## src/rtl/cspmv_pkg.sv

```systemverilog
// ----------------------------------------------------------------------------
// cspmv_pkg
// Shared constants, codes and types of the CSR sparse matrix-vector unit.
// ----------------------------------------------------------------------------
package cspmv_pkg;

  localparam int unsigned MAX_N      = 1024;
  localparam int unsigned VEC_AW     = $clog2(MAX_N);
  localparam int unsigned IDX_W      = 10;
  localparam int unsigned VAL_W      = 32;
  localparam int unsigned ACC_W      = 64;
  localparam int unsigned SIZE_W     = 11;
  localparam int unsigned SIZE_LIM   = (MAX_N < 1024) ? MAX_N : 1024;
  localparam int unsigned SIZE_RST   = 1024;
  localparam int unsigned FIFO_DEPTH = 8;
  localparam int unsigned FIFO_AW    = $clog2(FIFO_DEPTH);
  localparam int unsigned APB_AW     = 2;
  localparam int unsigned APB_DW     = 32;

  localparam logic [APB_AW-1:0] ADDR_MATRIX_SIZE = APB_AW'(0);

  typedef enum logic [1:0] {
    REQ_LOAD  = 2'd0,
    REQ_NZ    = 2'd1,
    REQ_EMPTY = 2'd2
  } req_type_e;

  typedef struct packed {
    logic [IDX_W-1:0]        row_index;
    logic signed [VAL_W-1:0] row_result;
    logic signed [VAL_W-1:0] diag_value;
    logic                    last_row;
    logic                    index_error;
  } cspmv_res_t;

  typedef struct packed {
    logic s1_v;
    logic s2_v;
    logic rec_v;
  } cspmv_pipe_stat_t;

endpackage

```

## src/rtl/cspmv_if.sv

```systemverilog


interface cspmv_res_if;
  import cspmv_pkg::*;

  logic                    valid;
  logic                    ready;
  logic [IDX_W-1:0]        row_index;
  logic signed [VAL_W-1:0] row_result;
  logic signed [VAL_W-1:0] diag_value;
  logic                    last_row;
  logic                    index_error;

  modport source (output valid, row_index, row_result, diag_value, last_row, index_error,
                  input ready);
  modport sink   (input valid, row_index, row_result, diag_value, last_row, index_error,
                  output ready);
endinterface

```

## src/rtl/cspmv_out_fifo.sv

```systemverilog
// ----------------------------------------------------------------------------
// cspmv_out_fifo
// Result queue between the accumulate pipeline and the result channel.
// ----------------------------------------------------------------------------
module cspmv_out_fifo (
  input  logic                         clk_i,
  input  logic                         rst_ni,
  input  logic                         push_i,
  input  cspmv_pkg::cspmv_res_t        push_data_i,
  output logic [cspmv_pkg::FIFO_AW:0]  cnt_o,
  cspmv_res_if.source                  res_o
);
  import cspmv_pkg::*;

  cspmv_res_t           buf_q [FIFO_DEPTH];
  logic [FIFO_AW-1:0]   wr_ptr_q, wr_ptr_d;
  logic [FIFO_AW-1:0]   rd_ptr_q, rd_ptr_d;
  logic [FIFO_AW:0]     cnt_q, cnt_d;
  logic                 pop;
  cspmv_res_t           head;

  assign pop = res_o.valid && res_o.ready;

  always_comb begin
    wr_ptr_d = push_i ? wr_ptr_q + FIFO_AW'(1) : wr_ptr_q;
    rd_ptr_d = pop ? rd_ptr_q + FIFO_AW'(1) : rd_ptr_q;
    cnt_d    = cnt_q + (FIFO_AW+1)'(push_i) - (FIFO_AW+1)'(pop);
  end

  always_ff @(posedge clk_i or negedge rst_ni) begin
    if (!rst_ni) begin
      wr_ptr_q <= '0;
      rd_ptr_q <= '0;
      cnt_q    <= '0;
    end else begin
      wr_ptr_q <= wr_ptr_d;
      rd_ptr_q <= rd_ptr_d;
      cnt_q    <= cnt_d;
    end
  end

  always_ff @(posedge clk_i) begin
    if (push_i) begin
      buf_q[wr_ptr_q] <= push_data_i;
    end
  end

  assign head              = buf_q[rd_ptr_q];
  assign res_o.valid       = cnt_q != '0;
  assign res_o.row_index   = head.row_index;
  assign res_o.row_result  = head.row_result;
  assign res_o.diag_value  = head.diag_value;
  assign res_o.last_row    = head.last_row;
  assign res_o.index_error = head.index_error;
  assign cnt_o             = cnt_q;

endmodule

```

## src/flat_wrapper.sv

```systemverilog
// flat-port wrapper written by rule: the top's interface ports become plain ports
module cspmv_out_fifo_flat import cspmv_pkg::*;
  (clk_i, rst_ni, push_i, push_data_i, cnt_o, res_o_valid, res_o_row_index, res_o_row_result, res_o_diag_value, res_o_last_row, res_o_index_error, res_o_ready);
  cspmv_res_if res_o_i ();
  input  logic clk_i;
  input  logic rst_ni;
  input  logic push_i;
  input  cspmv_pkg::cspmv_res_t push_data_i;
  output logic [cspmv_pkg::FIFO_AW:0] cnt_o;
  output wire logic [$bits(res_o_i.valid)-1:0] res_o_valid;
  output wire logic [$bits(res_o_i.row_index)-1:0] res_o_row_index;
  output wire logic [$bits(res_o_i.row_result)-1:0] res_o_row_result;
  output wire logic [$bits(res_o_i.diag_value)-1:0] res_o_diag_value;
  output wire logic [$bits(res_o_i.last_row)-1:0] res_o_last_row;
  output wire logic [$bits(res_o_i.index_error)-1:0] res_o_index_error;
  input wire logic [$bits(res_o_i.ready)-1:0] res_o_ready;
  assign res_o_valid = res_o_i.valid;
  assign res_o_row_index = res_o_i.row_index;
  assign res_o_row_result = res_o_i.row_result;
  assign res_o_diag_value = res_o_i.diag_value;
  assign res_o_last_row = res_o_i.last_row;
  assign res_o_index_error = res_o_i.index_error;
  assign res_o_i.ready = res_o_ready;
  cspmv_out_fifo u_core (.clk_i(clk_i), .rst_ni(rst_ni), .push_i(push_i), .push_data_i(push_data_i), .cnt_o(cnt_o), .res_o(res_o_i));
endmodule
```

## config.mk

```make
export PLATFORM = sky130hd
export DESIGN_NAME = cspmv_out_fifo_flat
export DESIGN_NICKNAME = d
export VERILOG_FILES = /design/src/rtl/cspmv_pkg.sv /design/src/rtl/cspmv_if.sv /design/src/rtl/cspmv_out_fifo.sv /design/src/flat_wrapper.sv
export SDC_FILE = /design/constraint.sdc
export NUM_CORES = 1
export LEC_CHECK = 0
export ABC_AREA = 0
export BUFFER_PORTS_ARGS = -buffer_cell sky130_fd_sc_hd__buf_2
export CORE_MARGIN = 2
export CORE_UTILIZATION = 47
export DETAILED_ROUTE_END_ITERATION = 6
export SKIP_LAST_GASP = 1
export SYNTH_ARGS = -nofsm -noshare
export SYNTH_HDL_FRONTEND = slang
export SYNTH_SLANG_ARGS = --single-unit
```

## constraint.sdc

```tcl
create_clock -name clk_i -period 18.7 [get_ports clk_i]
set_input_delay 3.74 -clock clk_i [delete_from_list [all_inputs] [get_ports clk_i]]
set_output_delay 3.74 -clock clk_i [all_outputs]
set_load 0.02 [all_outputs]
```

# ---- After elaboration in Yosys (flattened, before gate mapping)
# Memory sizes are Yosys's and may differ from the RTL's.
# Index checks and enable logic that the tools add are counted.
dict set report op_classes {
  addsub 4
  mux 2
  reduce_logical 2
}
# cell count
set op_table {}
lappend op_table {{$add 3x1->3 const B} 2}
lappend op_table {{$add 4x1->4} 1}
lappend op_table {{$reduce_bool 4->1} 1}
lappend op_table {{$sub 4x1->4} 1}
lappend op_table {{$mux 1} 2}
lappend op_table {{$logic_and 1x1->1} 1}
dict set report word_totals {
  register_bits 10
  ram_bits 608
  inputBits 80
  output_inout_bits 81
  word_cells 12
  mem_count 1
}
# memory words width read_ports rd_ports_with_merged_regs wr line
set memory_table {}
lappend memory_table {u_core.buf_q 8 76 1 0 1 cspmv_out_fifo.sv:15} ;# cspmv_res_t buf_q [FIFO_DEPTH];

# ---- Longest topological paths before layout
dict set report depth {
  word_depth 3
  depth_mapped 11
  ltp_nobuf 11
}

# ---- Worst setup path after synthesis
# OpenSTA, ideal clock, no wires.
dict set report synth_path {
  kind {input -> register}
  startpoint {input port push_i}
  endpoint {memory u_core.buf_q[0][0] in the netlist's numbering (enable)}
  setup_time_ns 0.603
  t_arrival_ns 8.989
  required_time_ns 18.097
  path_slack_ns 9.108
  cell_stages 2
  path_buffers 0
  path_cell_list {nand2b_1 -> nor3_1}
}
dict set report synth_via {
  elab_chain_cells 2
}
# element line
set synth_lines {}
lappend synth_lines {{start, declared} flat_wrapper.sv:7} ;# input logic push_i;
lappend synth_lines {{$mux 1} cspmv_out_fifo.sv:43} ;# if (push_i) begin
lappend synth_lines {{$mux 1 (implied by the code)} cspmv_out_fifo.sv:44} ;# buf_q[wr_ptr_q] <= push_data_i;
lappend synth_lines {{end, declared} cspmv_out_fifo.sv:15}
# No other way between the ends.

# ---- Final worst setup path
dict set report layout_path {
  startpoint {register u_core.rd_ptr_q[0]}
  endpoint {output port res_o_diag_value[3]}
}
dict set report layout_via {
  elab_chain_cells 1
}
# element line
set layout_lines {}
lappend layout_lines {{start, declared} cspmv_out_fifo.sv:17} ;# logic [FIFO_AW-1:0] rd_ptr_q, rd_ptr_d;
lappend layout_lines {{start signal, assigned} cspmv_out_fifo.sv:37} ;# rd_ptr_q <= rd_ptr_d;
lappend layout_lines {{$mem_v2 8x76} n/a}
lappend layout_lines {{end, declared} flat_wrapper.sv:13} ;# output wire logic [$bits(res_o_i.diag_value)-1:0] res_o_diag_value;
# No other way between the ends.

==> results.json <==
{
  "run_status": "completed",
  "seq_power_share": 0.420,
  "grt_start_max_net_pins": 69,
  "post_cts_resized": 0,
  "vias": 10200,
  "core_area_um2": 49100,
  "share_clk_of_total_power": 0.277,
  "grt_pass1_wl_mm": 68.1,
  "final_layout_net_count": 1225,
  "clock_latency_ns": 0.59,
  "grt.total_usage": 0.183,
  "area_growth_pct": 15.5,
  "setup-violations-final": 0,
  "clock_tree_from_tritoncts": "built",
  "htreeDepth": 3,
  "hold-worst-slack_ns": 0.556,
  "power.combinational.fraction": 0.303,
  "pwrdens_nw_per_um2": 162,
  "synthesized_flop_and_latch_total": 618,
  "drc": 0,
  "slew-limit-headroom": 0.261,
  "worstSetupPathType": "reg -> out",
  "max_capacitance_violation_total": 0,
  "finalWirelength_mm": 45.6,
  "floorplan.io_pins": 161,
  "timing.fmax_ghz": 0.127,
  "ys_seq_area_frac": 0.792,
  "final_critical_path_required_period_ns": 7.86,
  "worst-slew-pin-transition_ns": 1.11,
  "wl_per_cell_um": 24.6,
  "asyncSetResetFlopFracSynth": 0.0162,
  "path_max_fanout": 44,
  "worstPathRequired_ns": 14.96,
  "cts-root-to-sink-buffers": 3,
  "syn_inst": 933,
  "p_leak_nw": 8.82,
  "setup_repair_after_global_routing_missed_its_margin": "no",
  "die_width_um": 227,
  "worst_hold_path_class": "reg -> reg",
  "synth_nets": 1021,
  "first_global_vias": 10900,
  "initial_core_util": 0.476,
  "cp-start-kind": "flip-flop",
  "nFillCells": 3749,
  "ff_latch_area_um2": 18500,
  "vdd_ir_drop_max_uv": 82.4,
  "yosysUniqueCellTypes": 22,
  "synth-main-ff-cell": "sky130_fd_sc_hd__edfxtp_1",
  "report.final.hold_viol_count": 0,
  "setup-tns-final_ns": 0,
  "port_buffers": 160,
  "post_drt_via_cell_ratio": 5.50,
  "clock_skew_ns": 0.0198,
  "power.internal_mw": 3.06,
  "ant_nets": 0,
  "ctsHoldBuffers": 0,
  "row_count": 81,
  "synthesis.area_per_instance_um2": 25.1,
  "clk_root_buffer_cell": "sky130_fd_sc_hd__clkbuf_16",
  "report.final.slew_viol_count": 0,
  "routability_cong": 0.697,
  "clock_transition_at_the_registers_of_the_reported_paths_ns": 0.06,
  "cts_made_buffers": 66,
  "post_route_cells_drive_above_1_share": 0.427,
  "dr.first_iter.drc_count": 774,
  "dpl.hpwl_mm": 23.0,
  "drt_pre_antenna_iters": 4,
  "share_of_total_power_consumed_by_net_switching": 0.302,
  "switching_power_mw": 1.32,
  "crit_path_end_kind": "output pin",
  "final_min_period_over_clock_period": 0.421,
  "die_height_um": 227,
  "clock_sink_count": 618,
  "synth-edff-count": 608,
  "grt_overflow_total": 0,
  "die_footprint_um2": 51500,
  "cts_setup_buffers": 0,
  "synth_area_um2": 23400,
  "grt_antenna_before_repair": 5,
  "multiInputGateArea_um2": 4630,
  "worst-endpoint-arrival_ns": 4.12,
  "yosysWarningCount": 0
}
worst max-delay path, cell delays in order, from the launching register on:
cell	delay [ns]
sky130_fd_sc_hd__dfrtp_4	0.86
sky130_fd_sc_hd__buf_4	0.73
sky130_fd_sc_hd__buf_4	0.82
sky130_fd_sc_hd__mux4_2	0.59
sky130_fd_sc_hd__mux2_2	0.31
sky130_fd_sc_hd__buf_2	0.17
final timing paths:
path | start | to | slack, ns | cells after the start
min in group asynchronous | rst_ni | u_core.cnt_o[0] | 3.04 | 1
worst max register to register | u_core.wr_ptr_q[0] | u_core.buf_q[6][28] | 15.93 | 3
max in group asynchronous | rst_ni | u_core.rd_ptr_q[0] | 15.40 | 1
worst min-delay path | u_core.wr_ptr_q[1] | u_core.wr_ptr_q[1] | 0.56 | 1
worst min register to register | u_core.wr_ptr_q[1] | u_core.wr_ptr_q[1] | 0.56 | 1
worst max-delay path | u_core.rd_ptr_q[0] | res_o_diag_value[3] | 10.84 | 5
cell families (layout without fill, tap and decap cells):
group	after synthesis	in the layout	synth area share
flops	618	618	0.792
buf+inv	52	306	0.0123
fa+ha+maj	8	8	0.00460
mux	230	230	0.185
other cells	0	1	0
compound gates	2	2	0.000535
xor+xnor	6	6	0.00225
simple gates	17	17	0.00343
stage by stage:
stage | instances | utilization | setup WS [ns] | area, um2 | power (mW)
5_1_grt | 1851 | 0.550 | 10.46 | 27000 | 4.59
2_1_floorplan | 933 | - | 9.11 | 23400 | 2.84
4_1_cts | 1851 | 0.550 | 10.64 | 27000 | 4.46
6_report | 1852 | 0.550 | 10.84 | 27000 | 4.38
3_3_place_gp | 1733 | 0.509 | 11.30 | 25000 | 3.23
3_5_place_dp | 1733 | 0.509 | 11.27 | 25000 | 3.24
layer usage:
metal	track usage	vias up	routed length, um
met3	0.0422	67	2390
met4	0.0563	10	773
met5	0	-	46
li1	-	4394	-
met1	0.250	5476	20000
met2	0.298	230	22400
Yosys cell counts, drive strengths merged (2+ instances only):
| cell type | number | area [um2] |
|---|---|---|
| xor2 | 2 | 17.5 |
| dfrtp | 10 | 250 |
| nor3 | 2 | 10.0 |
| mux4 | 152 | 3420 |
| inv | 9 | 33.8 |
| nand2b | 3 | 18.8 |
| ha | 7 | 87.6 |
| nor2 | 6 | 22.5 |
| xnor2 | 4 | 35.0 |
| clkbuf | 8 | 30.0 |
| edfxtp | 608 | 18300 |
| nand2 | 4 | 15.0 |
| buf | 35 | 224 |
| mux2 | 78 | 901 |
cells in the final DEF, fill, tap and decap left out:
cell type / instances
sky130_fd_sc_hd__nand3_1: 1
sky130_fd_sc_hd__diode_2: 1
sky130_fd_sc_hd__inv_6: 1
sky130_fd_sc_hd__nor2_4: 6
sky130_fd_sc_hd__dfrtp_4: 3
sky130_fd_sc_hd__mux2_4: 6
sky130_fd_sc_hd__clkbuf_16: 71
sky130_fd_sc_hd__clkinvlp_4: 1
sky130_fd_sc_hd__buf_2: 160
sky130_fd_sc_hd__fa_1: 1
sky130_fd_sc_hd__inv_1: 9
sky130_fd_sc_hd__bufinv_16: 2
sky130_fd_sc_hd__or3b_2: 1
sky130_fd_sc_hd__dfrtp_1: 7
sky130_fd_sc_hd__xor2_1: 2
sky130_fd_sc_hd__xnor2_1: 4
sky130_fd_sc_hd__clkinv_1: 17
sky130_fd_sc_hd__a21o_1: 1
sky130_fd_sc_hd__ha_1: 7
sky130_fd_sc_hd__clkbuf_1: 15
sky130_fd_sc_hd__a21oi_1: 1
sky130_fd_sc_hd__clkinv_2: 11
sky130_fd_sc_hd__buf_4: 19
sky130_fd_sc_hd__mux4_2: 152
sky130_fd_sc_hd__edfxtp_1: 608
sky130_fd_sc_hd__nor3_2: 2
sky130_fd_sc_hd__nand2_1: 4
sky130_fd_sc_hd__nand2b_1: 3
sky130_fd_sc_hd__mux2_2: 72
area by class of cell:
class                      instances  share of cell area
clock buffer                      86              0.0679
antenna                            1           0.0000927
multi-input combinational        263               0.172
timing repair buffer             179              0.0350
clock inverter                    32             0.00723
sequential                       618               0.686
inverter                           9             0.00125
tap                              664              0.0308
registers in the layout, summed over array words and instances, names as in the netlist:
| signal | flops |
|---|---|
| u_core.cnt_o | 4 |
| u_core.buf_q | 608 |
| u_core.rd_ptr_q | 3 |
| u_core.wr_ptr_q | 3 |
power groups by stage:
stage               clock, mW  combinational, mW  sequential, mW
floorplan                   0               1.01            1.83
global placement            0               1.36            1.87
detailed placement          0               1.36            1.87
CTS                      1.25               1.37            1.85
global route             1.30               1.43            1.86
finish                   1.22               1.33            1.84
No activity file was read; power rests on OpenSTA's default activity.
