File: config.mk
export PLATFORM = sky130hd
export DESIGN_NAME = cspmv_mac
export DESIGN_NICKNAME = d
export VERILOG_FILES = /design/src/rtl/cspmv_pkg.sv /design/src/rtl/cspmv_mac.sv
export SDC_FILE = /design/constraint.sdc
export NUM_CORES = 2
export LEC_CHECK = 0
export CAP_MARGIN = 20
export CORE_MARGIN = 4
export CORE_UTILIZATION = 40
export DETAILED_ROUTE_END_ITERATION = 12
export DONT_BUFFER_PORTS = 1
export SYNTH_ARGS = -nofsm -noshare
export SYNTH_HDL_FRONTEND = slang
export SYNTH_SLANG_ARGS = --single-unit
File: constraint.sdc
create_clock -name clk_i -period 10.4 [get_ports clk_i]
set_input_delay 1.56 -clock clk_i [delete_from_list [all_inputs] [get_ports clk_i]]
set_output_delay 1.56 -clock clk_i [all_outputs]
set_load 0.005 [all_outputs]
File: src/rtl/cspmv_pkg.sv
// ----------------------------------------------------------------------------
// cspmv_pkg
// Shared constants, codes and types of the CSR sparse matrix-vector unit.
// ----------------------------------------------------------------------------
package cspmv_pkg;

  localparam int unsigned MAX_N      = 1024;
  localparam int unsigned VEC_AW     = $clog2(MAX_N);
  localparam int unsigned IDX_W      = 10;
  localparam int unsigned VAL_W      = 32;
  localparam int unsigned ACC_W      = 64;
  localparam int unsigned SIZE_W     = 11;
  localparam int unsigned SIZE_LIM   = (MAX_N < 1024) ? MAX_N : 1024;
  localparam int unsigned SIZE_RST   = 1024;
  localparam int unsigned FIFO_DEPTH = 8;
  localparam int unsigned FIFO_AW    = $clog2(FIFO_DEPTH);
  localparam int unsigned APB_AW     = 2;
  localparam int unsigned APB_DW     = 32;

  localparam logic [APB_AW-1:0] ADDR_MATRIX_SIZE = APB_AW'(0);

  typedef enum logic [1:0] {
    REQ_LOAD  = 2'd0,
    REQ_NZ    = 2'd1,
    REQ_EMPTY = 2'd2
  } req_type_e;

  typedef struct packed {
    logic [IDX_W-1:0]        row_index;
    logic signed [VAL_W-1:0] row_result;
    logic signed [VAL_W-1:0] diag_value;
    logic                    last_row;
    logic                    index_error;
  } cspmv_res_t;

  typedef struct packed {
    logic s1_v;
    logic s2_v;
    logic rec_v;
  } cspmv_pipe_stat_t;

endpackage

File: src/rtl/cspmv_mac.sv
// ----------------------------------------------------------------------------
// cspmv_mac
// Multiply, saturating accumulate, diagonal capture and row result format.
// ----------------------------------------------------------------------------
module cspmv_mac (
  input  logic                                clk_i,
  input  logic                                rst_ni,
  input  logic                                start_i,
  input  logic                                nz_i,
  input  logic [cspmv_pkg::IDX_W-1:0]         index_i,
  input  logic signed [cspmv_pkg::VAL_W-1:0]  value_i,
  input  logic                                last_i,
  input  logic signed [cspmv_pkg::VAL_W-1:0]  vec_rdata_i,
  input  logic [cspmv_pkg::SIZE_W-1:0]        eff_size_i,
  output cspmv_pkg::cspmv_pipe_stat_t         stat_o,
  output logic                                push_o,
  output cspmv_pkg::cspmv_res_t               push_data_o
);
  import cspmv_pkg::*;

  localparam logic signed [ACC_W-1:0] ACC_MAX = {1'b0, {(ACC_W-1){1'b1}}};
  localparam logic signed [ACC_W-1:0] ACC_MIN = {1'b1, {(ACC_W-1){1'b0}}};
  localparam logic signed [VAL_W-1:0] RES_MAX = {1'b0, {(VAL_W-1){1'b1}}};
  localparam logic signed [VAL_W-1:0] RES_MIN = {1'b1, {(VAL_W-1){1'b0}}};

  // stage 1: vector read in flight
  logic                    s1_v_q;
  logic                    s1_nz_q;
  logic [IDX_W-1:0]        s1_idx_q;
  logic signed [VAL_W-1:0] s1_val_q;
  logic                    s1_last_q;

  // stage 2: product
  logic                    s2_v_q;
  logic                    s2_nz_q;
  logic [IDX_W-1:0]        s2_idx_q;
  logic signed [VAL_W-1:0] s2_val_q;
  logic                    s2_last_q;
  logic signed [ACC_W-1:0] s2_prod_q;

  // row state
  logic signed [ACC_W-1:0] acc_q, acc_d;
  logic signed [VAL_W-1:0] hold_q, hold_d;
  logic                    seen_q, seen_d;
  logic [IDX_W-1:0]        row_q, row_d;
  logic                    err_q, err_d;

  // finished row record
  logic                    rec_v_q;
  logic signed [ACC_W-1:0] rec_acc_q;
  logic signed [VAL_W-1:0] rec_diag_q;
  logic                    rec_last_q;
  logic                    rec_err_q;
  logic [IDX_W-1:0]        rec_row_q;

  logic                    in_rng;
  logic                    use_nz;
  logic signed [ACC_W-1:0] sum;
  logic                    ovf;
  logic signed [ACC_W-1:0] acc_new;
  logic                    take_diag;
  logic signed [VAL_W-1:0] diag_new;
  logic                    seen_new;
  logic                    err_new;
  logic                    row_end;
  logic                    last_row;
  logic [ACC_W-17:0]       shifted;
  logic signed [VAL_W-1:0] res_val;

  always_ff @(posedge clk_i or negedge rst_ni) begin
    if (!rst_ni) begin
      s1_v_q  <= 1'b0;
      s2_v_q  <= 1'b0;
      rec_v_q <= 1'b0;
      acc_q   <= '0;
      hold_q  <= '0;
      seen_q  <= 1'b0;
      row_q   <= '0;
      err_q   <= 1'b0;
    end else begin
      s1_v_q  <= start_i;
      s2_v_q  <= s1_v_q;
      rec_v_q <= row_end;
      acc_q   <= acc_d;
      hold_q  <= hold_d;
      seen_q  <= seen_d;
      row_q   <= row_d;
      err_q   <= err_d;
    end
  end

  always_ff @(posedge clk_i) begin
    s1_nz_q    <= nz_i;
    s1_idx_q   <= index_i;
    s1_val_q   <= value_i;
    s1_last_q  <= last_i;
    s2_nz_q    <= s1_nz_q;
    s2_idx_q   <= s1_idx_q;
    s2_val_q   <= s1_val_q;
    s2_last_q  <= s1_last_q;
    s2_prod_q  <= s1_val_q * vec_rdata_i;
    rec_acc_q  <= acc_new;
    rec_diag_q <= seen_new ? diag_new : '0;
    rec_last_q <= last_row;
    rec_err_q  <= err_new;
    rec_row_q  <= row_q;
  end

  always_comb begin
    in_rng    = {1'b0, s2_idx_q} < eff_size_i;
    use_nz    = s2_v_q && s2_nz_q && in_rng;
    sum       = acc_q + s2_prod_q;
    ovf       = (acc_q[ACC_W-1] == s2_prod_q[ACC_W-1]) && (sum[ACC_W-1] != acc_q[ACC_W-1]);
    acc_new   = acc_q;
    if (use_nz) begin
      acc_new = ovf ? (acc_q[ACC_W-1] ? ACC_MIN : ACC_MAX) : sum;
    end
    take_diag = use_nz && (s2_idx_q == row_q) && !seen_q;
    diag_new  = take_diag ? s2_val_q : hold_q;
    seen_new  = seen_q | take_diag;
    err_new   = err_q | (s2_v_q && s2_nz_q && !in_rng);
    row_end   = s2_v_q && (!s2_nz_q || s2_last_q);
    last_row  = {1'b0, row_q} >= (eff_size_i - SIZE_W'(1));

    if (row_end) begin
      acc_d  = '0;
      hold_d = '0;
      seen_d = 1'b0;
      err_d  = 1'b0;
      row_d  = last_row ? '0 : row_q + IDX_W'(1);
    end else begin
      acc_d  = acc_new;
      hold_d = diag_new;
      seen_d = seen_new;
      err_d  = err_new;
      row_d  = row_q;
    end
  end

  // floor shift by 16, saturate to 32 bits
  always_comb begin
    shifted = rec_acc_q[ACC_W-1:16];
    if (&shifted[ACC_W-17:VAL_W-1] || ~|shifted[ACC_W-17:VAL_W-1]) begin
      res_val = shifted[VAL_W-1:0];
    end else begin
      res_val = shifted[ACC_W-17] ? RES_MIN : RES_MAX;
    end
  end

  assign push_o                  = rec_v_q;
  assign push_data_o.row_index   = rec_row_q;
  assign push_data_o.row_result  = res_val;
  assign push_data_o.diag_value  = rec_diag_q;
  assign push_data_o.last_row    = rec_last_q;
  assign push_data_o.index_error = rec_err_q;

  assign stat_o.s1_v  = s1_v_q;
  assign stat_o.s2_v  = s2_v_q;
  assign stat_o.rec_v = rec_v_q;

endmodule

* After elaboration in Yosys (flattened, before gate mapping)
Cells that the tools add are included.
** Storage, ports and cells
- Register bits after elaboration :: 371
- Latch bits :: 0
- Bits in writable memories :: 0
- ROM bits :: 0
- Bits of input ports :: 90
- Output and inout bits :: 80
- Logic and storage cells :: 59
- Memories :: 0
** Operators by class
- Add/subtract/negate cells :: 3
- Multipliers :: 1
- Div/mod/pow operators :: 0
- Magnitude comparators :: 2
- Equality and inequality tests :: 3
- Shift operators :: 0
- Mux-type cells :: 11
- Bitwise logic cells :: 2
- Reduce and logical (&&, ||, !) cells :: 15
** Operators by type and width (count)
- two-way mux 64 bit :: 4
- two-way mux 32 bit :: 4
- adder 64 bit :: 1
- multiplier 32 x 32 -> 64 bit :: 1
- AND reduction 17 bit :: 1
- OR reduction 17 bit :: 1
- >= comparator 10 x 11 -> 1 bit :: 1
- < comparator 10 x 11 -> 1 bit :: 1
- subtractor 11 x 1 -> 11 bit, second input constant :: 1
- adder 10 x 1 -> 10 bit, second input constant :: 1
- equality test 10 bit :: 1
- two-way mux 10 bit :: 1
- logical AND 1 bit :: 7
- logical NOT 1 bit :: 4
- logical OR 1 bit :: 2
- two-way mux 1 bit :: 2
- bitwise OR 1 bit :: 2
- equality test 1 bit :: 1
- inequality test 1 bit :: 1

* Depth between registers and ports, before layout
- Depth after elaboration :: 6
- Gate-level depth with buffers :: 29
- Gate-level depth less buffers :: 28

* Least setup slack after synthesis
Ideal clock, no wire load.
- Kind :: input-to-reg
- Start :: input vec_rdata_i[2] (netlist bit)
- End :: register s2_prod_q[61]
- Library setup time :: 118 ps
- Arrival :: 8783 ps
- Data required time :: 10282 ps
- Slack :: 1499 ps
- Cell stages on the path :: 25
- Path buffers :: 2
- Path through :: clkbuf_1 -> nand2_1 -> inv_1 -> fa_1 -> fa_1 -> fa_1 -> fa_1 -> inv_1 -> fa_1 -> inv_1 -> fa_1 -> inv_1 -> fa_1 -> fa_1 -> inv_1 -> ha_1 -> clkbuf_1 -> nand4_1 -> nor4_1 -> nand2_1 -> o21ai_1 -> o21ai_1 -> o31a_1 -> nor2b_1 -> xnor2_1
** Between the ends
- Cells in the longest elaborated chain, start to end :: 1
** RTL lines
- from (decl) :: RTL line cspmv_mac.sv:13 : input logic signed [cspmv_pkg::VAL_W-1:0] vec_rdata_i,
- multiplier 32 x 32 -> 64 bit :: RTL line cspmv_mac.sv:101 : s2_prod_q <= s1_val_q * vec_rdata_i;
- to (signal assigned) :: RTL line cspmv_mac.sv:101
- to (decl) :: RTL line cspmv_mac.sv:39 : logic signed [ACC_W-1:0] s2_prod_q;
No other way between the ends.
A chain may end at the register's enable or synchronous reset.

* Worst setup path after layout
- Start :: input vec_rdata_i[5] (netlist bit)
- End :: register s2_prod_q[61]
The elaborated chain is that of the path after synthesis.

==> results by group <==
Placed design
  – DP Wirelength: 110900 um
  – Routability congestion estimate from global placement: ~0.87
  – IO Port Bufs: 0

Layout
  – Fraction of layout cells with a size suffix above 1: under 10%
  – Multi-input logic area: around 38000 um^2
  – Final core occ: 42.23%
  – Most common cell after layout, fill and taps aside: fa_1
  – Commonest non-fill, non-tap cells in the layout: fa_1 (1084), inv_1 (1047), nand2_1 (695), and2_1 (518), ha_1 (268)
  – Area growth, synth to finish: 4.998%
  – Post-layout nets: around 6700
  – Sequential Area: about 7700 um^2
  – FILL cells: 12360

Die
  – Row count: approximately 130
  – Die X-Extent: 365.8 um
  – Die Span Y: 365.8 um
  – Starting density of the core: 40.22%
  – I/O pin total: between 150 and 200
  – Core Footprint: roughly 130000 um^2
  – Die area: ~130000 um^2

Worst hold path
  – Hold Path Stages: 0
  – Hold_sp: s1_idx_q[8]
  – Hold Crit Endpoint: s2_idx_q[8]
  – Hold crit path type: flop to flop

Drt
  – 1st-pass router iterations: 7
  – Vias: between 30000 and 40000
  – WL final: approximately 140000 um
  – Drt wl/cell: between 20 and 25 um
  – DRC: 0
  – Post-route ant nets: 0
  – Vias per cell: just over 5
  – 1st-iter DRT viols: 2341

Synthesis
  – Predominant post-synthesis flop cell: dfxtp_1
  – Area share of the largest cell type after synthesis: ~42%
  – Synth top area cells: fa_1 (42%), dfxtp_1 (9.5%), inv_1 (7.7%)
  – Yosys Warn Count: 0
  – Post-synthesis instance area: just over 50000 um^2
  – Avg Cell Area, Syn: about 9.4 um^2
  – Net Count, Synth: about 7000
  – Syn Inst Count: between 5000 and 6000
  – Fraction of synthesis flops using an asynchronous set or reset pin: 31.27%
  – Largest area contributor in the netlist: fa_1
  – Seq/Total Area, Yosys: about 15%
  – Flop and latch count out of synthesis: between 300 and 400
  – Netlist cell types: 95
  – Post-synth EDFFs: 0

CTS
  – Worst-path clk slew: 0.07 ns
  – Clk buf depth: 3
  – # resized after CTS: 0
  – CTS H-tree depth: 2
  – # hold bufs at CTS: 0
  – Total CTS buffers: 36
  – Clock Latency Late Sink: 0.56 ns
  – Setup bufs post-CTS: 0
  – Clock sinks: around 360
  – CTS tree: done
  – Clock Tree Root: clkbuf_16

STA
  – Minimum clock period: a little under 9 ns
  – Final hold vios: 0
  – Max Transition Viols Final: 0
  – Setup violators final: 0
  – RSZ-0062 raised after global routing: false
  – Max_slew headroom: 28.46%
  – Fin crit share: a little over four fifths
  – Slew @ Worst Pin: 1.072 ns
  – Fmax: between 100 and 150 MHz
  – Setup tns final: 0 ns
  – Max Clock Skew: between 0.02 and 0.03 ns

Setup path
  – Reg-to-Reg Start: s1_val_q[16]
  – R2R setup slack: ~1.7 ns
  – Critical path startpoint category: input pin
  – Critical Setup Path Class: input pin to flop
  – R2R Path End: s2_prod_q[41]
  – Critical path fanouts, max: 32
  – Worst Path Required: 10.84 ns
  – WP data arrival: about 9.2 ns
  – Cells on worst reg2reg path: 24
  – Crit. End Element: flop

Global routing
  – Tot GR Track Use: between 20% and 30%
  – Largest net degree at the start of global routing: between 100 and 150
  – Initial antenna violation count: 11
  – Congestion Overflow GR: 0
  – First-pass GRT wire length: between 200000 and 250000 um
  – Number of global-route vias before repair: ~39000

Run
  – # Max-Cap Violations: 0

Status
  – Run status: completed
## critical path, stage by stage
cell,delay [ns]
nand2_1,0.13
inv_1,0.08
fa_1,0.47
inv_1,0.24
fa_1,0.47
inv_1,0.21
fa_1,0.49
fa_1,0.81
inv_1,0.36
fa_1,0.58
inv_1,0.06
fa_1,0.52
inv_1,0.05
fa_1,0.46
fa_1,0.51
inv_1,0.04
ha_1,0.41
nand4_1,0.21
nor4_1,0.38
nand2_1,0.09
o21ai_1,0.22
o21ai_1,0.17
o31a_1,0.33
nor2b_1,0.14
xnor2_1,0.12
## state kept, by name (all words and copies together) (netlist names), 10 cells and up
signal and flops:
s1_val_q 32, s2_prod_q 64, rec_acc_q 48, s2_val_q 32, rec_diag_q 32, row_q 10, s2_idx_q 10, hold_q 32
acc_q 64, rec_row_q 10, s1_idx_q 10
## how the worst max path moves through the flow
stage               endpoint  slack [ns]      startpoint  depth (start not counted)
2_1_floorplan  s2_prod_q[61]        1.50  vec_rdata_i[2]                         25
3_3_place_gp   s2_prod_q[61]        1.03  vec_rdata_i[5]                         25
3_5_place_dp   s2_prod_q[61]        1.08  vec_rdata_i[5]                         25
4_1_cts        s2_prod_q[61]        1.68  vec_rdata_i[5]                         25
5_1_grt        s2_prod_q[63]        1.26  vec_rdata_i[5]                         25
6_report       s2_prod_q[61]        1.69  vec_rdata_i[5]                         25
## through the flow
step	hold WS, ns	std cells	setup WS, ns	area [um^2]
final	0.3271	6931	1.686	53780
after global routing	0.3296	6929	1.256	53780
after CTS	0.3267	6924	1.679	53680
after detailed placement	0.3121	6858	1.080	52480
after global placement	0.3126	6858	1.032	52480
after floorplan	0.3096	5434	1.499	51220
## cells by family (layout without fill, tap and decap cells)
logic type / after synthesis / in the layout / synth area share (%)
DFF: 355 / 355 / 14.96
buffers and inverters: 1337 / 1170 / 10.08
xor gates and xnor gates: 145 / 145 / 2.479
muxes: 36 / 36 / 0.7206
other: 0 / 2 / 0
AOI/OAI and AO/OA: 625 / 625 / 7.829
and+or+nand+nor: 1584 / 1584 / 15.02
adders and majority gates: 1352 / 1352 / 48.91
## routing by layer
metal	wire [um]	vias up	share of wire, %	global-route usage, %
li1	-	16027	-	-
met5	13	-	0.0093	0
met3	11850	148	8.5	5.543
met1	65140	18230	47	30.79
met2	59950	1125	43	32.11
met4	2754	2	2.0	4.677
## cells in the mapped netlist, drive strengths merged (14+ instances only)
library cell / number
a211oi: 29
a21o: 56
a21oi: 205
a22o: 24
and2: 519
buf: 26
clkbuf: 261
dfrtp: 111
dfxtp: 244
fa: 1084
ha: 268
inv: 1048
mux2i: 32
nand2: 696
nand2b: 21
nand3: 29
nand4: 39
nor2: 180
nor3: 36
o211ai: 14
o21ai: 176
o21bai: 34
xnor2: 97
xor2: 48
## cell type report
cell class	count	share of cell area [%]
inverter	1048	7.317
tap	1662	3.867
antenna	2	0.009306
clock inverter	21	0.3792
multi-input combinational	3742	71.42
timing repair buffer	56	0.8957
clock buffer	45	1.852
sequential	355	14.26
Power is not shown: default switching activity piles up to over one toggle a cycle in this logic, so the estimate is an artifact.
